==> src/hdl/csma_tx_pkg.sv <==
`timescale 1ns / 1ps
// Shared types, codes and widths for the CSMA MAC transmit controller.
// No dependencies; used by every module under hdl/ except csma_tx_skid.

package csma_tx_pkg;

    // Default sizing handed to the top-level parameters
    localparam int QUEUE_DEPTH_DEF = 16;
    localparam int PACKET_BITS_DEF = 32;

    // Fixed field widths
    localparam int KIND_W    = 2;
    localparam int FILL_W    = 5;
    localparam int BACKOFF_W = 8;
    localparam int WAIT_W    = 16;
    localparam int CNT_W     = 32;
    localparam int CFG_IDX_W = 2;
    localparam int CFG_DATA_W = 16;

    // Register reset values
    localparam logic [FILL_W-1:0]    QUEUE_LIMIT_RST  = 5'd16;
    localparam logic [BACKOFF_W-1:0] MAX_BACKOFFS_RST = 8'd4;
    localparam logic [WAIT_W-1:0]    BACKOFF_WAIT_RST = 16'd100;

    localparam logic [BACKOFF_W-1:0] RETRY_MAX = '1;
    localparam logic [CNT_W-1:0]     CNT_MAX   = '1;

    typedef enum logic [KIND_W-1:0] {
        EV_ARRIVE  = 2'd0,
        EV_SENSE   = 2'd1,
        EV_CONFIRM = 2'd2,
        EV_EXPIRE  = 2'd3
    } event_kind_t;

    typedef enum logic [1:0] {
        ACT_NONE     = 2'd0,
        ACT_SENSE    = 2'd1,
        ACT_TRANSMIT = 2'd2,
        ACT_TIMER    = 2'd3
    } action_t;

    typedef enum logic [1:0] {
        MODE_IDLE         = 2'd0,
        MODE_WAIT_SENSE   = 2'd1,
        MODE_WAIT_TIMER   = 2'd2,
        MODE_WAIT_CONFIRM = 2'd3
    } mode_t;

    typedef enum logic [CFG_IDX_W-1:0] {
        CFG_QUEUE_LIMIT  = 2'd0,
        CFG_MAX_BACKOFFS = 2'd1,
        CFG_BACKOFF_WAIT = 2'd2
    } cfg_index_t;

    typedef struct packed {
        logic [FILL_W-1:0]    queue_limit;
        logic [BACKOFF_W-1:0] max_backoffs;
        logic [WAIT_W-1:0]    backoff_wait;
    } cfg_t;

    // Queue commands from the controller
    typedef struct packed {
        logic push;
        logic pop;
    } q_cmd_t;

    // Result fields of fixed width (the packet word travels separately)
    typedef struct packed {
        action_t           action;
        logic [WAIT_W-1:0] timer_wait;
        logic              dropped_full;
        logic              dropped_retries;
        logic [CNT_W-1:0]  full_drop_total;
        logic [CNT_W-1:0]  retry_drop_total;
        logic [FILL_W-1:0] queue_fill;
    } mac_result_t;

endpackage

==> src/hdl/csma_tx_queue.sv <==
`timescale 1ns / 1ps
// Packet FIFO: storage array, head/tail pointers, fill level, head-word read.
// Depends on csma_tx_pkg.

module csma_tx_queue #(
    parameter int QUEUE_DEPTH = csma_tx_pkg::QUEUE_DEPTH_DEF,
    parameter int PACKET_BITS = csma_tx_pkg::PACKET_BITS_DEF
) (
    input  logic                          aclk,
    input  logic                          aresetn,
    input  csma_tx_pkg::q_cmd_t           cmd,
    input  logic [PACKET_BITS-1:0]        push_data,
    output logic [csma_tx_pkg::FILL_W-1:0] fill,
    output logic [csma_tx_pkg::FILL_W-1:0] fill_next,
    output logic [PACKET_BITS-1:0]        head_word
);

    localparam int IDX_W = (QUEUE_DEPTH > 1) ? $clog2(QUEUE_DEPTH) : 1;

    logic [PACKET_BITS-1:0] mem [QUEUE_DEPTH];

    logic [IDX_W-1:0]               head_reg, head_next;
    logic [IDX_W-1:0]               tail_reg, tail_next;
    logic [csma_tx_pkg::FILL_W-1:0] fill_reg;
    logic [PACKET_BITS-1:0]         rd_data_reg;
    logic                           byp_hit_reg;
    logic [PACKET_BITS-1:0]         byp_data_reg;

    function automatic logic [IDX_W-1:0] wrap_inc(input logic [IDX_W-1:0] ptr);
        logic [IDX_W-1:0] res;
        if (ptr == IDX_W'(QUEUE_DEPTH - 1)) begin
            res = '0;
        end else begin
            res = ptr + 1'b1;
        end
        return res;
    endfunction

    // Pointer and level updates
    always_comb begin
        head_next = cmd.pop  ? wrap_inc(head_reg) : head_reg;
        tail_next = cmd.push ? wrap_inc(tail_reg) : tail_reg;
        if (cmd.push) begin
            fill_next = fill_reg + 1'b1;
        end else if (cmd.pop) begin
            fill_next = fill_reg - 1'b1;
        end else begin
            fill_next = fill_reg;
        end
    end

    always_ff @(posedge aclk) begin
        if (!aresetn) begin
            head_reg <= '0;
            tail_reg <= '0;
            fill_reg <= '0;
        end else begin
            head_reg <= head_next;
            tail_reg <= tail_next;
            fill_reg <= fill_next;
        end
    end

    // Storage: write at tail, read the next head each cycle
    always_ff @(posedge aclk) begin
        if (cmd.push) begin
            mem[tail_reg] <= push_data;
        end
        rd_data_reg <= mem[head_next];
    end

    // A push landing on the slot being read is forwarded
    always_ff @(posedge aclk) begin
        byp_hit_reg  <= cmd.push && (tail_reg == head_next);
        byp_data_reg <= push_data;
    end

    assign fill      = fill_reg;
    assign head_word = (fill_reg == '0) ? '0 :
                       (byp_hit_reg ? byp_data_reg : rd_data_reg);

endmodule

==> src/hdl/csma_tx_fsm.sv <==
`timescale 1ns / 1ps
// MAC mode machine, retry count and drop counters; builds one result per event.
// Depends on csma_tx_pkg.

module csma_tx_fsm #(
    parameter int QUEUE_DEPTH = csma_tx_pkg::QUEUE_DEPTH_DEF,
    parameter int PACKET_BITS = csma_tx_pkg::PACKET_BITS_DEF
) (
    input  logic                           aclk,
    input  logic                           aresetn,
    input  logic                           ev_valid,
    input  csma_tx_pkg::event_kind_t       ev_kind,
    input  logic                           channel_busy,
    input  logic                           confirm_ok,
    input  csma_tx_pkg::cfg_t              cfg,
    input  logic [csma_tx_pkg::FILL_W-1:0] fill,
    input  logic [csma_tx_pkg::FILL_W-1:0] fill_next,
    input  logic [PACKET_BITS-1:0]         head_word,
    output csma_tx_pkg::q_cmd_t            q_cmd,
    output csma_tx_pkg::mac_result_t       result,
    output logic [PACKET_BITS-1:0]         tx_packet,
    output csma_tx_pkg::mode_t             mode
);

    // Queue never holds more than the limit register can express
    localparam int FILL_MAX = (1 << csma_tx_pkg::FILL_W) - 1;
    localparam int CAP      = (QUEUE_DEPTH < FILL_MAX) ? QUEUE_DEPTH : FILL_MAX;

    csma_tx_pkg::mode_t mode_reg, mode_next, mode_ev;

    logic [csma_tx_pkg::BACKOFF_W-1:0] retry_reg, retry_next, retry_sat;
    logic [csma_tx_pkg::CNT_W-1:0]     full_drops_reg, full_drops_next;
    logic [csma_tx_pkg::CNT_W-1:0]     retry_drops_reg, retry_drops_next;
    logic [csma_tx_pkg::FILL_W-1:0]    limit;

    logic arrive, drop_full, push;
    logic ans_clear, ans_busy, give_up, backoff;
    logic confirm, expire, pop, start;

    // Event decode against the current mode
    assign limit = (cfg.queue_limit > csma_tx_pkg::FILL_W'(CAP)) ?
                   csma_tx_pkg::FILL_W'(CAP) : cfg.queue_limit;

    assign arrive    = ev_valid && (ev_kind == csma_tx_pkg::EV_ARRIVE);
    assign drop_full = arrive && (fill >= limit);
    assign push      = arrive && !(fill >= limit);

    assign ans_clear = ev_valid && (ev_kind == csma_tx_pkg::EV_SENSE) &&
                       (mode_reg == csma_tx_pkg::MODE_WAIT_SENSE) && !channel_busy;
    assign ans_busy  = ev_valid && (ev_kind == csma_tx_pkg::EV_SENSE) &&
                       (mode_reg == csma_tx_pkg::MODE_WAIT_SENSE) && channel_busy;
    assign retry_sat = (retry_reg == csma_tx_pkg::RETRY_MAX) ? retry_reg : retry_reg + 1'b1;
    assign give_up   = ans_busy && (retry_sat >= cfg.max_backoffs);
    assign backoff   = ans_busy && !(retry_sat >= cfg.max_backoffs);

    assign confirm = ev_valid && (ev_kind == csma_tx_pkg::EV_CONFIRM) &&
                     (mode_reg == csma_tx_pkg::MODE_WAIT_CONFIRM);
    assign expire  = ev_valid && (ev_kind == csma_tx_pkg::EV_EXPIRE) &&
                     (mode_reg == csma_tx_pkg::MODE_WAIT_TIMER);

    assign pop = (give_up || (confirm && confirm_ok)) && (fill != '0);

    assign q_cmd.push = push;
    assign q_cmd.pop  = pop;

    // Next state: event transition, then idle start if packets remain
    always_comb begin
        mode_ev = mode_reg;
        if (ans_clear) begin
            mode_ev = csma_tx_pkg::MODE_WAIT_CONFIRM;
        end else if (backoff) begin
            mode_ev = csma_tx_pkg::MODE_WAIT_TIMER;
        end else if (give_up || confirm) begin
            mode_ev = csma_tx_pkg::MODE_IDLE;
        end else if (expire) begin
            mode_ev = csma_tx_pkg::MODE_WAIT_SENSE;
        end
        start     = ev_valid && (mode_ev == csma_tx_pkg::MODE_IDLE) && (fill_next != '0);
        mode_next = start ? csma_tx_pkg::MODE_WAIT_SENSE : mode_ev;
    end

    // Retry count and saturating drop counters
    always_comb begin
        if (start) begin
            retry_next = '0;
        end else if (ans_busy) begin
            retry_next = retry_sat;
        end else begin
            retry_next = retry_reg;
        end
        full_drops_next  = (drop_full && (full_drops_reg != csma_tx_pkg::CNT_MAX)) ?
                           full_drops_reg + 1'b1 : full_drops_reg;
        retry_drops_next = (give_up && (retry_drops_reg != csma_tx_pkg::CNT_MAX)) ?
                           retry_drops_reg + 1'b1 : retry_drops_reg;
    end

    always_ff @(posedge aclk) begin
        if (!aresetn) begin
            mode_reg        <= csma_tx_pkg::MODE_IDLE;
            retry_reg       <= '0;
            full_drops_reg  <= '0;
            retry_drops_reg <= '0;
        end else begin
            mode_reg        <= mode_next;
            retry_reg       <= retry_next;
            full_drops_reg  <= full_drops_next;
            retry_drops_reg <= retry_drops_next;
        end
    end

    // Outputs for this event
    always_comb begin
        if (start || expire) begin
            result.action = csma_tx_pkg::ACT_SENSE;
        end else if (ans_clear) begin
            result.action = csma_tx_pkg::ACT_TRANSMIT;
        end else if (backoff) begin
            result.action = csma_tx_pkg::ACT_TIMER;
        end else begin
            result.action = csma_tx_pkg::ACT_NONE;
        end
        result.timer_wait       = backoff ? cfg.backoff_wait : '0;
        result.dropped_full     = drop_full;
        result.dropped_retries  = give_up;
        result.full_drop_total  = full_drops_next;
        result.retry_drop_total = retry_drops_next;
        result.queue_fill       = fill_next;
        tx_packet               = ans_clear ? head_word : '0;
    end

    assign mode = mode_reg;

endmodule

==> src/hdl/csma_tx_skid.sv <==
`timescale 1ns / 1ps
// Output register with a skid stage so the input ready is a flop.
// No dependencies; csma_tx_pkg is not used here.

module csma_tx_skid #(
    parameter int DATA_W = 8
) (
    input  logic              aclk,
    input  logic              aresetn,
    input  logic              in_valid,
    output logic              in_ready,
    input  logic [DATA_W-1:0] in_data,
    output logic              out_valid,
    input  logic              out_ready,
    output logic [DATA_W-1:0] out_data
);

    logic              out_valid_reg, skid_valid_reg;
    logic [DATA_W-1:0] out_data_reg, skid_data_reg;
    logic              in_xfer, out_free;

    assign in_ready = !skid_valid_reg;
    assign in_xfer  = in_valid && !skid_valid_reg;
    assign out_free = !out_valid_reg || out_ready;

    // Valid flags
    always_ff @(posedge aclk) begin
        if (!aresetn) begin
            out_valid_reg  <= 1'b0;
            skid_valid_reg <= 1'b0;
        end else if (out_free) begin
            out_valid_reg  <= skid_valid_reg || in_xfer;
            skid_valid_reg <= 1'b0;
        end else if (in_xfer) begin
            skid_valid_reg <= 1'b1;
        end
    end

    // Payload
    always_ff @(posedge aclk) begin
        if (out_free) begin
            out_data_reg <= skid_valid_reg ? skid_data_reg : in_data;
        end else if (in_xfer) begin
            skid_data_reg <= in_data;
        end
    end

    assign out_valid = out_valid_reg;
    assign out_data  = out_data_reg;

endmodule

==> src/hdl/csma_mac_tx_controller_unit.sv <==
`timescale 1ns / 1ps
// Each result is registered onto m_, held in the skid stage first while m_ stalls.
// Throughput: one event per cycle; s_tready drops only while both the output
// register and the skid stage hold results, set by the two-entry output buffer.
// Reset (aresetn low, synchronous) clears mode, retry count, queue pointers,
// drop counters and output valids, and loads the register defaults; the packet
// store is not cleared.

module csma_mac_tx_controller_unit #(
    parameter int QUEUE_DEPTH = csma_tx_pkg::QUEUE_DEPTH_DEF,
    parameter int PACKET_BITS = csma_tx_pkg::PACKET_BITS_DEF,
    localparam int S_TDATA_W  = ((PACKET_BITS + 2 + 7) / 8) * 8,
    localparam int M_FIELDS_W = PACKET_BITS + csma_tx_pkg::WAIT_W + 2
                                + 2 * csma_tx_pkg::CNT_W + csma_tx_pkg::FILL_W,
    localparam int M_TDATA_W  = ((M_FIELDS_W + 7) / 8) * 8
) (
    input  logic                               aclk,
    input  logic                               aresetn,
    // Configuration write port
    input  logic                               cfg_we,
    input  logic [csma_tx_pkg::CFG_IDX_W-1:0]  cfg_index,
    input  logic [csma_tx_pkg::CFG_DATA_W-1:0] cfg_wdata,
    // Event stream
    input  logic                               s_tvalid,
    output logic                               s_tready,
    input  logic [S_TDATA_W-1:0]               s_tdata,  // packet_word, channel_busy, confirm_ok
    input  logic [csma_tx_pkg::KIND_W-1:0]     s_tuser,  // event_kind
    // Result stream
    output logic                               m_tvalid,
    input  logic                               m_tready,
    output logic [M_TDATA_W-1:0]               m_tdata,  // tx_packet, timer_wait, dropped_full,
                                                         // dropped_retries, full_drop_total,
                                                         // retry_drop_total, queue_fill
    output logic [1:0]                         m_tuser   // action
);

    localparam int SKID_W = 2 + M_TDATA_W;

    csma_tx_pkg::cfg_t        cfg_reg;
    csma_tx_pkg::q_cmd_t      q_cmd;
    csma_tx_pkg::mac_result_t result;
    csma_tx_pkg::mode_t       mode;

    logic                           ev_xfer;
    logic [PACKET_BITS-1:0]         packet_word, head_word, tx_packet;
    logic [csma_tx_pkg::FILL_W-1:0] fill, fill_next;
    logic [M_TDATA_W-1:0]           m_pack;
    logic [SKID_W-1:0]              skid_out;

    // Configuration registers
    always_ff @(posedge aclk) begin
        if (!aresetn) begin
            cfg_reg.queue_limit  <= csma_tx_pkg::QUEUE_LIMIT_RST;
            cfg_reg.max_backoffs <= csma_tx_pkg::MAX_BACKOFFS_RST;
            cfg_reg.backoff_wait <= csma_tx_pkg::BACKOFF_WAIT_RST;
        end else if (cfg_we) begin
            case (cfg_index)
                csma_tx_pkg::CFG_QUEUE_LIMIT:
                    cfg_reg.queue_limit <= cfg_wdata[csma_tx_pkg::FILL_W-1:0];
                csma_tx_pkg::CFG_MAX_BACKOFFS:
                    cfg_reg.max_backoffs <= cfg_wdata[csma_tx_pkg::BACKOFF_W-1:0];
                csma_tx_pkg::CFG_BACKOFF_WAIT:
                    cfg_reg.backoff_wait <= cfg_wdata[csma_tx_pkg::WAIT_W-1:0];
                default: ;
            endcase
        end
    end

    // Event transfer
    assign ev_xfer     = s_tvalid && s_tready;
    assign packet_word = s_tdata[PACKET_BITS-1:0];

    csma_tx_queue #(
        .QUEUE_DEPTH (QUEUE_DEPTH),
        .PACKET_BITS (PACKET_BITS)
    ) u_queue (
        .aclk      (aclk),
        .aresetn   (aresetn),
        .cmd       (q_cmd),
        .push_data (packet_word),
        .fill      (fill),
        .fill_next (fill_next),
        .head_word (head_word)
    );

    csma_tx_fsm #(
        .QUEUE_DEPTH (QUEUE_DEPTH),
        .PACKET_BITS (PACKET_BITS)
    ) u_fsm (
        .aclk         (aclk),
        .aresetn      (aresetn),
        .ev_valid     (ev_xfer),
        .ev_kind      (csma_tx_pkg::event_kind_t'(s_tuser)),
        .channel_busy (s_tdata[PACKET_BITS]),
        .confirm_ok   (s_tdata[PACKET_BITS+1]),
        .cfg          (cfg_reg),
        .fill         (fill),
        .fill_next    (fill_next),
        .head_word    (head_word),
        .q_cmd        (q_cmd),
        .result       (result),
        .tx_packet    (tx_packet),
        .mode         (mode)
    );

    // Pack result fields, lowest first, zero padded
    assign m_pack = M_TDATA_W'({result.queue_fill, result.retry_drop_total,
                                result.full_drop_total, result.dropped_retries,
                                result.dropped_full, result.timer_wait, tx_packet});

    csma_tx_skid #(
        .DATA_W (SKID_W)
    ) u_skid (
        .aclk      (aclk),
        .aresetn   (aresetn),
        .in_valid  (ev_xfer),
        .in_ready  (s_tready),
        .in_data   ({result.action, m_pack}),
        .out_valid (m_tvalid),
        .out_ready (m_tready),
        .out_data  (skid_out)
    );

    assign m_tdata = skid_out[M_TDATA_W-1:0];
    assign m_tuser = skid_out[SKID_W-1 -: 2];

    // An idle MAC always has an empty queue, and a waiting MAC a nonempty one
    a_mode_fill : assert property (@(posedge aclk) disable iff (!aresetn)
        (mode == csma_tx_pkg::MODE_IDLE) == (fill == '0))
        else $error("MAC mode and queue fill disagree");

    // A transmit request always has a queued packet behind it
    a_tx_queued : assert property (@(posedge aclk) disable iff (!aresetn)
        ev_xfer && (result.action == csma_tx_pkg::ACT_TRANSMIT) |-> (fill != '0))
        else $error("transmit request with empty queue");

    // Input stalls only while the output holds a result
    a_stall_cause : assert property (@(posedge aclk) disable iff (!aresetn)
        !s_tready |-> m_tvalid)
        else $error("input stalled with no pending result");

    // Push and pop never coincide
    a_push_pop : assert property (@(posedge aclk) disable iff (!aresetn)
        !(q_cmd.push && q_cmd.pop))
        else $error("queue push and pop in the same event");

endmodule

==> config.mk <==
export PLATFORM = sky130hd
export DESIGN_NAME = csma_mac_tx_controller_unit
export DESIGN_NICKNAME = d
export VERILOG_FILES = /design/src/hdl/csma_tx_pkg.sv /design/src/hdl/csma_tx_queue.sv /design/src/hdl/csma_tx_fsm.sv /design/src/hdl/csma_tx_skid.sv /design/src/hdl/csma_mac_tx_controller_unit.sv
export SDC_FILE = /design/constraint.sdc
export NUM_CORES = 1
export LEC_CHECK = 0
export ABC_CLOCK_PERIOD_IN_PS = 11250
export BUFFER_PORTS_ARGS = -buffer_cell sky130_fd_sc_hd__buf_4
export CAP_MARGIN = 20
export CELL_PAD_IN_SITES_DETAIL_PLACEMENT = 2
export CELL_PAD_IN_SITES_GLOBAL_PLACEMENT = 2
export CORE_MARGIN = 5
export CORE_UTILIZATION = 44
export DETAILED_ROUTE_END_ITERATION = 7
export GPL_TIMING_DRIVEN = 0
export PLACE_DENSITY_LB_ADDON = 0.05
export SLEW_MARGIN = 20
export SYNTH_ARGS = -nofsm -noshare
export SYNTH_HDL_FRONTEND = slang
export SYNTH_SLANG_ARGS = --single-unit
==> constraint.sdc <==
create_clock -name aclk -period 11.25 [get_ports aclk]
set_input_delay 0 -clock aclk [delete_from_list [all_inputs] [get_ports aclk]]
set_output_delay 0 -clock aclk [all_outputs]
set_load 0.02 [all_outputs]
# Yosys cells after proc, flatten, opt, wreduce, memory -nomap -nowiden

Memories as Yosys holds them, arrays and structs flattened. A register that Yosys moved wholly into a read port is not among the register bits.
Cells that the tools add are included.

Input bits: 65
Logic and storage cells: 112
Register bits after elaboration: 393
Memories kept: 1
Memory bits (writable): 512

Memories:

| name        | words | width | rd ports | clocked after memory_dff | write ports | RTL line            | RTL |
|---|---|---|---|---|---|---|---|
| u_queue.mem | 16    | 32    | 1        | 1                        | 1           | csma_tx_queue.sv:20 | `logic [PACKET_BITS-1:0] mem [QUEUE_DEPTH];` |

Multiplexer cells: 24
Reductions and logical operators: 44
Bitwise logic cells: 2
$lt $le $gt $ge: 3
Add/sub/neg operators: 7
Equal/unequal tests: 14

Operator list:

| cell                                                 | count |
|---|---|
| 2-to-1 mux 32 bit                                    | 5 |
| 2-to-1 mux 122 bit                                   | 1 |
| adder 32 x 1 -> 32 bit, second input constant        | 2 |
| != test 32 bit, second input constant                | 2 |
| logical AND 1 bit                                    | 22 |
| 2-to-1 mux 16 bit                                    | 1 |
| 2-to-1 mux 5 bit                                     | 3 |
| 2-to-1 mux 2 bit                                     | 7 |
| 2-to-1 mux 4 bit                                     | 3 |
| equality test 2 bit, second input constant           | 5 |
| nonzero test 5 bit                                   | 2 |
| adder 4 x 1 -> 4 bit, second input constant          | 2 |
| adder 8 x 1 -> 8 bit, second input constant          | 1 |
| equality test 4 bit, second input constant           | 2 |
| equality test 8 bit, second input constant           | 1 |
| greater-or-equal comparator 8 bit                    | 1 |
| 2-to-1 mux 8 bit                                     | 1 |
| AND reduction 2 bit                                  | 4 |
| equality test 2 x 1 -> 1 bit, second input constant  | 3 |
| logical NOT 2 bit                                    | 3 |
| adder 5 x 1 -> 5 bit, second input constant          | 1 |
| greater-or-equal comparator 5 bit                    | 1 |
| greater-than comparator 5 bit, second input constant | 1 |
| logical NOT 1 bit                                    | 5 |
| 7 further kinds                                      | 15 |

# Logic depth before layout (Yosys ltp)

Gate-level depths: netlist (run 1).

Depth after elaboration: 16
Depth in mapped cells: 18

# Hierarchy

Synthesis (run 1) repeated with hierarchy kept, for this count alone.

Cell total of the unflattened synthesis: 2,539
Area total of the unflattened synthesis: 38,091.5 µm²

By module, submodules not included:

| module                      | cells an instance | area an instance (µm²) | sequential area each (µm²) | instances |
|---|---|---|---|---|
| csma_tx_queue               | 1,400             | 22,814.4               | 16,936.2                   | 1 |
| csma_tx_skid                | 388               | 9,078.7                | 7,367.1                    | 1 |
| csma_tx_fsm                 | 629               | 5,028.6                | 1,481.4                    | 1 |
| csma_mac_tx_controller_unit | 122               | 1,169.9                | 580.6                      | 1 |

# Least setup slack after synthesis (run 1)

No wires, ideal clock.

Path type: register to register
Start point: reg u_skid.out_valid_reg, in the netlist u_skid.out_valid
End point: reg u_skid.skid_data_reg[0], enable pin
Cell stages (with the launch flop): 3
Buffers on the path: 0
Setup time: 1,211 ps
Setup slack: 1,500 ps
Required time: 10,039 ps
Arrival: 8,539 ps
Cell sequence: dfxtp_1 -> nand2b_1 -> nor2_1

Word-level cells in the longest chain between the ends: 4

RTL lines:

| what                                 | RTL line           | RTL |
|---|---|---|
| start: declaration                   | csma_tx_skid.sv:18 | `logic out_valid_reg, skid_valid_reg;` |
| start signal: assignment             | csma_tx_skid.sv:32 | `out_valid_reg <= skid_valid_reg \|\| in_xfer;` |
| logical NOT 1 bit                    | csma_tx_skid.sv:24 | `assign out_free = !out_valid_reg \|\| out_ready;` |
| logical OR 1 bit                     | csma_tx_skid.sv:24 |  |
| named net u_skid.out_free            | csma_tx_skid.sv:20 | `logic in_xfer, out_free;` |
| inverter 1 bit (no source line)      | n/a                |  |
| AND reduction 2 bit (no source line) | n/a                |  |
| end signal: assignment               | csma_tx_skid.sv:44 | `skid_data_reg <= in_data;` |
| end: declaration                     | csma_tx_skid.sv:19 | `logic [DATA_W-1:0] out_data_reg, skid_data_reg;` |

The timed path passes the listed nets, and every way through them passes these cells.
A chain may end at the register's enable or synchronous reset.

# Worst setup path after layout (run 1)

Start point: reg u_fsm.retry_reg[3] (netlist name)
End point: reg u_queue.rd_data_reg[23], read port of u_queue.mem

Word-level cells in the longest chain between the ends: 7
Elaborated cells on any way between the ends: 8
Classes of those cells: add/sub (1); order compare (1); eq/ne (1); mux (2); reduce/logical (3)

RTL lines:

| what                               | RTL line            | RTL |
|---|---|---|
| start: declaration                 | csma_tx_fsm.sv:31   | `logic [csma_tx_pkg::BACKOFF_W-1:0] retry_reg, retry_next, retry_sat;` |
| start signal: assignment           | csma_tx_fsm.sv:105  | `retry_reg <= retry_next;` |
| equality test 8 bit                | csma_tx_fsm.sv:52   | `assign retry_sat = (retry_reg == csma_tx_pkg::RETRY_MAX) ? retry_reg : retry_reg + 1'b1;` |
| 2-to-1 mux 8 bit                   | csma_tx_fsm.sv:52   |  |
| named net u_fsm.retry_sat, one bit | csma_tx_fsm.sv:31   |  |
| greater-or-equal comparator 8 bit  | csma_tx_fsm.sv:53   | `assign give_up = ans_busy && (retry_sat >= cfg.max_backoffs);` |
| logical AND 1 bit                  | csma_tx_fsm.sv:53   |  |
| logical OR 1 bit                   | csma_tx_fsm.sv:61   | `assign pop = (give_up \|\| (confirm && confirm_ok)) && (fill != '0);` |
| logical AND 1 bit                  | csma_tx_fsm.sv:61   |  |
| 2-to-1 mux 4 bit                   | csma_tx_queue.sv:41 | `head_next = cmd.pop ? wrap_inc(head_reg) : head_reg;` |
| end: declaration                   | csma_tx_queue.sv:25 | `logic [PACKET_BITS-1:0] rd_data_reg;` |

The timed path passes the listed nets, and every way through them passes these cells.

==> flow_metrics.tcl, run 1 <==
set metrics [dict create \
    io_buffers 180 \
    cp-end-kind "flop" \
    cpPeakStageDelay_ns 0.78 \
    finalCritPeriodShare_pct 54.32 \
    track_usage_pct 28.33 \
    final-hold-violation-count 0 \
    num_vias 25550 \
    first_pass_iters 5 \
    synth_ff_type "edfxtp_1" \
    dieWidth_um 302.2 \
    critical_path_required_ns 11.79 \
    fin_nets 3198 \
    clkSlewWorstSetupHoldPaths_ns 0.06 \
    grt_overflow 0 \
    ys_ff_latch 937 \
    synthXorXnorAreaFrac_pct 1.912 \
    cp.depth 17 \
    rsz0062_at_grt "no" \
    fmax_mhz 163.6 \
    reg2reg_to "u_queue.rd_data_reg[23]$_DFF_P_" \
    clk_path_buf_depth 3 \
    synth_top_family_by_area "simple AND/OR/NAND/NOR gates" \
    async_flop_share_pct 0 \
    finalCriticalPeriod_ns 6.111 \
    grt_pass1_vias 28602 \
    maxCapViolations 0 \
    r2r-start "u_fsm.retry_reg[3]$_SDFFE_PP0P_" \
    grt_max_degree 52 \
    synthMuxAreaShare_pct 5.082 \
    fin_skew_ns 0.01932 \
    routedWlPerCell_um 30.27 \
    ff2ff_setup_slack_ns 5.14 \
    leakage_nw 16.61 \
    post-synth-top-area-cell "edfxtp_1" \
    synth.most_common_cell "edfxtp_1" \
    multiInputGateArea_sq_mm 0.01056 \
    path_buf_inv 5 \
    drcViolationCount 0 \
    dpl_cell_area_sq_mm 0.04132 \
    crit_family "buffers and inverters" \
    swShare_pct 21.55 \
    cts_tree "done" \
    ctsResizeCount 0 \
    clock_sinks 937 \
    seqPwrFrac_pct 51.7 \
    setup_viol 0 \
    start_util_pct 44.19 \
    endpoint "u_queue.rd_data_reg[23]$_DFF_P_" \
    worstSetupStartpoint "u_fsm.retry_reg[3]$_SDFFE_PP0P_" \
    dieHeight_um 302.2 \
    fin_tns_setup_ns 0 \
    cts_buffers 99 \
    p_int_w 0.005778 \
    seq_area_sq_mm 0.02631 \
    fillCellCount 7844 \
    hold_path.class "in2reg" \
    grt_pass1_wl_um 191600 \
    routabilityCongestion 0.8111 \
    tightest_slew_ns 1.192 \
    ys_seq_area_share_pct 70.02 \
    drv_slew 0 \
    ys_top_cells_by_count "754 x edfxtp_1, 273 x nand2_1, 183 x dfxtp_1, 120 x clkbuf_1, 112 x mux2i_1" \
    wirelength_um 131500 \
    syn_area_sq_mm 0.03757 \
    design.die.area_sq_mm 0.09133 \
    design_area_sq_mm 0.04526 \
    synth_cell_types 76 \
    yosysTopAreaCellShare_pct 60.27 \
    syn_to_final_growth_pct 20.48 \
    clk_latency_ns 0.66 \
    synth_compound_area_share_pct 9.502 \
    p_clk_share_pct 44.8 \
    first_iter_violations 2058 \
    largest_reg_flops 512 \
    cp.arrival_ns 6.65 \
    drive_gt1_share_pct 16.68 \
    synth.area.top_cells "edfxtp_1 60%, dfxtp_1 9.8%, mux2i_1 3.0%" \
    synthSimpleGateAreaFrac_pct 10.44 \
    outcome "finished clean" \
    path_max_fanout 10 \
    synth_edf_count 754 \
    r2r_cells 17 \
    core_area_sq_mm 0.08501 \
    path_cells "clkbuf_1 -> nand4_1 -> nor2_1 -> nand2_1 -> mux2_2 -> ha_1 -> nor2b_1 -> o31ai_1 -> a211o_1 -> buf_2 -> buf_2 -> nand3_2 -> nand2_1 -> buf_4 -> clkbuf_1 -> a211oi_1 -> a311o_1" \
    crit_path_top_delay_cell "clkbuf_1" \
    worst_slew_margin_rel_pct 20.53 \
    critPathKind "reg2reg" \
    antenna_found_initial 3 \
    dp_hpwl_um 88550 \
    max-vdd-ir-drop_mv 0.1211 \
    syn_nets 2805 \
    start_kind "flop" \
    powerDensity_mw_per_mm2 162.7 \
    synth_fa_ha_area_share_pct 0.7660 \
    yosys_warnings 0 \
    viasPerCell 5.883 \
    postRouteAntennaNets 0 \
    rows 107 \
    combPwrFrac_pct 3.5 \
    postSynthCellCount 2717 \
    io_pins 189 \
    h-tree-depth 3 \
    cts_root_buffer "clkbuf_16" \
    p_switching_w 0.001587 \
    avgSynthCellArea_sq_um 13.83 \
]
-- per-layer routing --
metal  GRT usage [%]  vias up  routed length (um)
li1                -    11076                   -
met1           35.23    13323               51990
met2           50.19      883               66680
met3           4.371      266                7300
met4           10.50        2                5494
met5               0        -                  13
-- cell usage in the layout, fill, tap and decap left out, drive strengths merged, types with 66 or more instances in the layout --
cell type,netlist,final
edfxtp,754,754
buf,51,277
nand2,273,273
clkbuf,120,266
dfxtp,183,183
mux2i,112,112
nor2,110,110
a211oi,102,102
nand3,97,97
and2,94,94
and3,90,90
a21o,73,73
mux2,70,70
dlygate4sd3,0,66
-- final cells by class --
type                            count  area share [%]
Antenna cell                        3         0.01659
Timing Repair Buffer              292           6.272
Tap cell                         1144           3.162
Multi-Input combinational cell   1574           23.32
Buffer                            171           1.609
Inverter                           35          0.2902
Clock inverter                     41          0.8265
Sequential cell                   937           58.12
Clock buffer                      146           6.383
-- worst min-delay path by stage --
stage	end	from	depth (start not counted)	slack, ns
after floorplan	u_queue.byp_data_reg[0]$_DFF_P_	s_tdata[0]	0	0.03
after global placement	u_queue.byp_data_reg[16]$_DFF_P_	s_tdata[16]	1	0.22
after detailed placement	u_queue.byp_data_reg[22]$_DFF_P_	s_tdata[22]	1	0.24
after CTS	u_skid.skid_data_reg[121]$_DFFE_PP_	s_tuser[0]	4	0.03
after global routing	u_fsm.retry_reg[1]$_SDFFE_PP0P_	s_tuser[0]	5	0.04
final	u_fsm.retry_reg[1]$_SDFFE_PP0P_	s_tuser[0]	5	0.03
-- metrics by stage --
| stage | hold slack, ns | util, % | total power (W) | setup slack [ns] | std cells |
|---|---|---|---|---|---|
| 2_1_floorplan | 0.02772 | - | 0.003978 | 1.500 | 2717 |
| 3_3_place_gp | 0.2179 | 47.46 | 0.004107 | -9.253 | 4041 |
| 3_5_place_dp | 0.2435 | 48.61 | 0.004120 | 5.350 | 4087 |
| 4_1_cts | 0.02974 | 53.22 | 0.007408 | 5.234 | 4340 |
| 5_1_grt | 0.04209 | 53.23 | 0.007584 | 4.856 | 4340 |
| 6_report | 0.03412 | 53.24 | 0.007366 | 5.139 | 4343 |
-- power groups by stage --
stage | Combinational (W) | Clock (W) | Sequential, W
2_1_floorplan | 0.0000641 | 0 | 0.00391
3_3_place_gp | 0.000216 | 0 | 0.00389
3_5_place_dp | 0.000235 | 0 | 0.00388
4_1_cts | 0.000257 | 0.00334 | 0.00381
5_1_grt | 0.000270 | 0.00350 | 0.00381
6_report | 0.000256 | 0.00330 | 0.00381
-- worst register-to-register path, delay by kind of cell (launching register included) --
family                   cells  cell delay, ns
buffers and inverters        5            2.06
AND/OR/NAND/NOR              6            1.58
AO/OA/AOI/OAI                4            1.43
multiplexers                 1            0.35
flip-flops                   1            0.31
adder cells (fa/ha/maj)      1            0.28
-- cells by family after synthesis --
| group | after synthesis |
|---|---|
| AND/OR/NAND/NOR | 792 |
| adder cells (fa/ha/maj) | 23 |
| flip-flops | 937 |
| XOR/XNOR | 82 |
| buffers and inverters | 206 |
| multiplexers | 182 |
| AO/OA/AOI/OAI | 494 |
| other | 1 |
-- timing repair --
item / in CTS / in global routing
buffers inserted: 0 / 0
hold endpoints to repair: 604 / 0
hold buffers: 66 / 0
(Power assumes the default switching activity.)
==> inputs of run 2 (changes only) <==
--- a/config.mk
+++ b/config.mk
@@ -5,13 +5,14 @@
 export SDC_FILE = /design/constraint.sdc
 export NUM_CORES = 1
 export LEC_CHECK = 0
-export ABC_CLOCK_PERIOD_IN_PS = 11250
+export ABC_AREA = 1
+export ABC_CLOCK_PERIOD_IN_PS = 5380
 export BUFFER_PORTS_ARGS = -buffer_cell sky130_fd_sc_hd__buf_4
 export CAP_MARGIN = 20
 export CELL_PAD_IN_SITES_DETAIL_PLACEMENT = 2
 export CELL_PAD_IN_SITES_GLOBAL_PLACEMENT = 2
 export CORE_MARGIN = 5
-export CORE_UTILIZATION = 44
+export CORE_UTILIZATION = 37
 export DETAILED_ROUTE_END_ITERATION = 7
 export GPL_TIMING_DRIVEN = 0
 export PLACE_DENSITY_LB_ADDON = 0.05
==> constraint.sdc (replaced) <==
create_clock -name aclk -period 5.38 [get_ports aclk]
set_input_delay 0 -clock aclk [delete_from_list [all_inputs] [get_ports aclk]]
set_output_delay 0 -clock aclk [all_outputs]
set_load 0.02 [all_outputs]
==> run 2 against run 1 <==
Net effect:
- register-to-register slack got worse by 4.8 ns
- sequential share of layout area decreased by 2.0 points
- worst hold slack improved by 0.045 ns
- critical path type unchanged
- synthesized area rose by 2.3%
- clock-buffer cell count is 1 higher
- global-route usage is 3.4 points lower
- critical path depth up 4
- setup slack worse by 4.8 ns
- via count increased by 10%
- fmax increased by 22%
- critical endpoint is now u_queue.rd_data_reg[21]$_DFF_P_
- flip-flop and latch count is the same
==> flow_metrics.tcl, run 2 <==
set metrics [dict create \
    clk_latency_ns 0.69 \
    grt_pass1_wl_um 205600 \
    ys_top_cells_by_count "1,125 x nand2_1, 754 x edfxtp_1, 403 x inv_1, 294 x nand3_1, 196 x nor2_1" \
    grt_pass1_vias 31223 \
    rsz0062_at_grt "no" \
    viasPerCell 5.131 \
    synth_edf_count 754 \
    syn_nets 3699 \
    clk_path_buf_depth 3 \
    fin_nets 4099 \
    post-synth-top-area-cell "edfxtp_1" \
    powerDensity_mw_per_mm2 341.6 \
    cpPeakStageDelay_ns 0.64 \
    drcViolationCount 0 \
    synth.most_common_cell "nand2_1" \
    cts_root_buffer "clkbuf_16" \
    finalNonFillerCells 5483 \
    path_buf_inv 2 \
    synth_ff_type "edfxtp_1" \
    hold_path.class "in2reg" \
    setup_slack_ns 0.3564 \
    start_kind "flop" \
    layout_common_cells "1,125 x nand2_1, 754 x edfxtp_1, 401 x inv_1, 294 x nand3_1, 191 x buf_4" \
    rows 118 \
    io_pins 189 \
    grt_max_degree 35 \
    fin_skew_ns 0.02494 \
    dp_slack_ns 0.4396 \
    critPathKind "reg2reg" \
    avgSynthCellArea_sq_um 10.64 \
    first_iter_violations 1998 \
    finalCriticalPeriod_ns 5.024 \
    critical_path_required_ns 5.98 \
    leakage_nw 18.75 \
    routedWlPerCell_um 25.75 \
    wirelength_um 141200 \
    worst_slew_margin_rel_pct 20.29 \
    outcome "finished clean" \
    antenna_found_initial 1 \
    max-vdd-ir-drop_mv 0.2990 \
    postSynthCellCount 3611 \
    cp-end-kind "flop" \
    cts_tree "done" \
    crit_family "simple AND/OR/NAND/NOR gates" \
    dieWidth_um 332.3 \
    p_switching_w 0.003408 \
    yosys_warnings 0 \
    cp.arrival_ns 5.62 \
    setup_viol 0 \
    placed_cells_incl_taps 5213 \
    cts_buffers 103 \
    swShare_pct 21.28 \
    final_common_cell "nand2_1" \
    seqPwrFrac_pct 49.7 \
    grt_overflow 0 \
    drive_gt1_share_pct 13.61 \
    dieHeight_um 332.3 \
    p_clk_share_pct 46.8 \
    synth.area.top_cells "edfxtp_1 59%, nand2_1 11%, dfxtp_1 9.5%" \
    fmax_mhz 199.1 \
    num_vias 28131 \
    first_pass_iters 5 \
    h-tree-depth 3 \
    critical_path.most_common_cell "nand2_1" \
    core_area_sq_mm 0.1033 \
    ys_seq_area_share_pct 68.45 \
    start_util_pct 37.18 \
    maxCapViolations 0 \
    fillCellCount 10597 \
    track_usage_pct 24.95 \
    path_cells "ha_1 -> nand4_1 -> nor2_1 -> nand2_1 -> o21ai_0 -> ha_1 -> nand2_1 -> nor2_1 -> nor2_1 -> nand2_1 -> nand2_1 -> nand2_1 -> nand2_2 -> nand2_4 -> nand2_4 -> inv_2 -> or2_2 -> nand2_1 -> clkbuf_1 -> nand3_1 -> nand2_1" \
    tightest_slew_ns 1.196 \
    async_flop_share_pct 0 \
    design.die.area_sq_mm 0.1104 \
    crit_path_top_delay_cell "clkbuf_1" \
    yosysTopAreaCellShare_pct 58.92 \
    synth_cell_types 41 \
    routabilityCongestion 0.8250 \
    largest_reg_flops 512 \
    ys_ff_latch 937 \
    clock_sinks 937 \
    clkSlewWorstSetupHoldPaths_ns 0.06 \
    p_int_w 0.01261 \
    io_buffers 181 \
    final-hold-violation-count 0 \
    drv_slew 0 \
    path_max_fanout 10 \
    syn_area_sq_mm 0.03843 \
    combPwrFrac_pct 3.5 \
    syn_to_final_growth_pct 22.02 \
    postRouteAntennaNets 0 \
    finalCritPeriodShare_pct 93.37 \
    dp_hpwl_um 96810 \
]
[run 2: through the flow]
step | cell area [sq um] | hold WS [ns] | TNS, ns | utilization, % | total power (W)
finish | 46890 | 0.07937 | 0 | 45.37 | 0.01602
CTS | 46890 | 0.03009 | 0 | 45.37 | 0.01615
global placement | 41530 | 0.2297 | -1058.91 | 40.18 | 0.008596
global route | 46890 | 0.08757 | 0 | 45.37 | 0.01652
detailed placement | 42580 | 0.2427 | 0 | 41.20 | 0.008627
floorplan | 38440 | 0.02772 | -355.05 | - | 0.008315
[run 2: cells by family after synthesis]
family	Yosys count	synth area share, %
flops	937	68.45
fa+ha+maj	23	0.7489
buf+inv	572	6.004
compound gates	255	3.816
xor+xnor	70	1.615
other cells	1	0.009758
mux	32	0.8954
simple gates	1721	18.46
[run 2: path summary, 6_finish.rpt]
| kind | startpoint | end | slack (ns) | cells past startpoint |
|---|---|---|---|---|
| worst max-delay path | u_fsm.retry_reg[0]$_SDFFE_PP0P_ | u_queue.rd_data_reg[21]$_DFF_P_ | 0.36 | 21 |
| worst min-delay path | s_tdata[33] | u_skid.skid_data_reg[118]$_DFFE_PP_ | 0.08 | 6 |
| worst max register to register | u_fsm.retry_reg[0]$_SDFFE_PP0P_ | u_queue.rd_data_reg[21]$_DFF_P_ | 0.36 | 21 |
| worst min register to register | cfg_reg[20]$_SDFFE_PN0P_ | cfg_reg[20]$_SDFFE_PN0P_ | 0.48 | 2 |
[run 2: area by class of cell]
| class | instances | area (sq um) | area share [%] |
|---|---|---|---|
| clock buffer | 147 | 2968 | 6.329 |
| sequential | 937 | 26310 | 56.11 |
| antenna | 2 | 5.005 | 0.01067 |
| tap | 1380 | 1727 | 3.682 |
| timing repair buffer | 295 | 3008 | 6.415 |
| clock inverter | 48 | 606.8 | 1.294 |
| inverter | 413 | 1554 | 3.314 |
| multi-input combinational | 2102 | 9952 | 21.22 |
| buffer | 159 | 762.0 | 1.625 |
[run 2: repair_timing]
action,CTS,global route
setup endpoints to repair,0,3
endpoints found under the hold margin,615,0
gates resized for setup,0,3
setup buffers,0,0
hold buffers,73,0
[run 2: routing by layer]
metal	up-vias	share of wire, %	global-route usage [%]
met4	0	3.8	8.348
met3	241	4.5	3.816
met2	683	50	44.49
met1	14419	41	31.07
met5	-	0	0
li1	12788	-	-
[run 2: worst min-delay path, cell delays in order]
cell     delay, ns
buf_4         0.13
nand2_1       0.11
nand2_4       0.11
nand2_1       0.08
nand3_1       0.08
nand2_1       0.11
[run 2: power by group through the flow]
stage                     combinational, W  clock (W)  sequential [W]
final                             0.000556    0.00750         0.00796
after floorplan                   0.000141          0         0.00817
after global routing              0.000594    0.00795         0.00797
after detailed placement          0.000511          0         0.00812
after global placement            0.000470          0         0.00813
after CTS                         0.000557    0.00763         0.00796
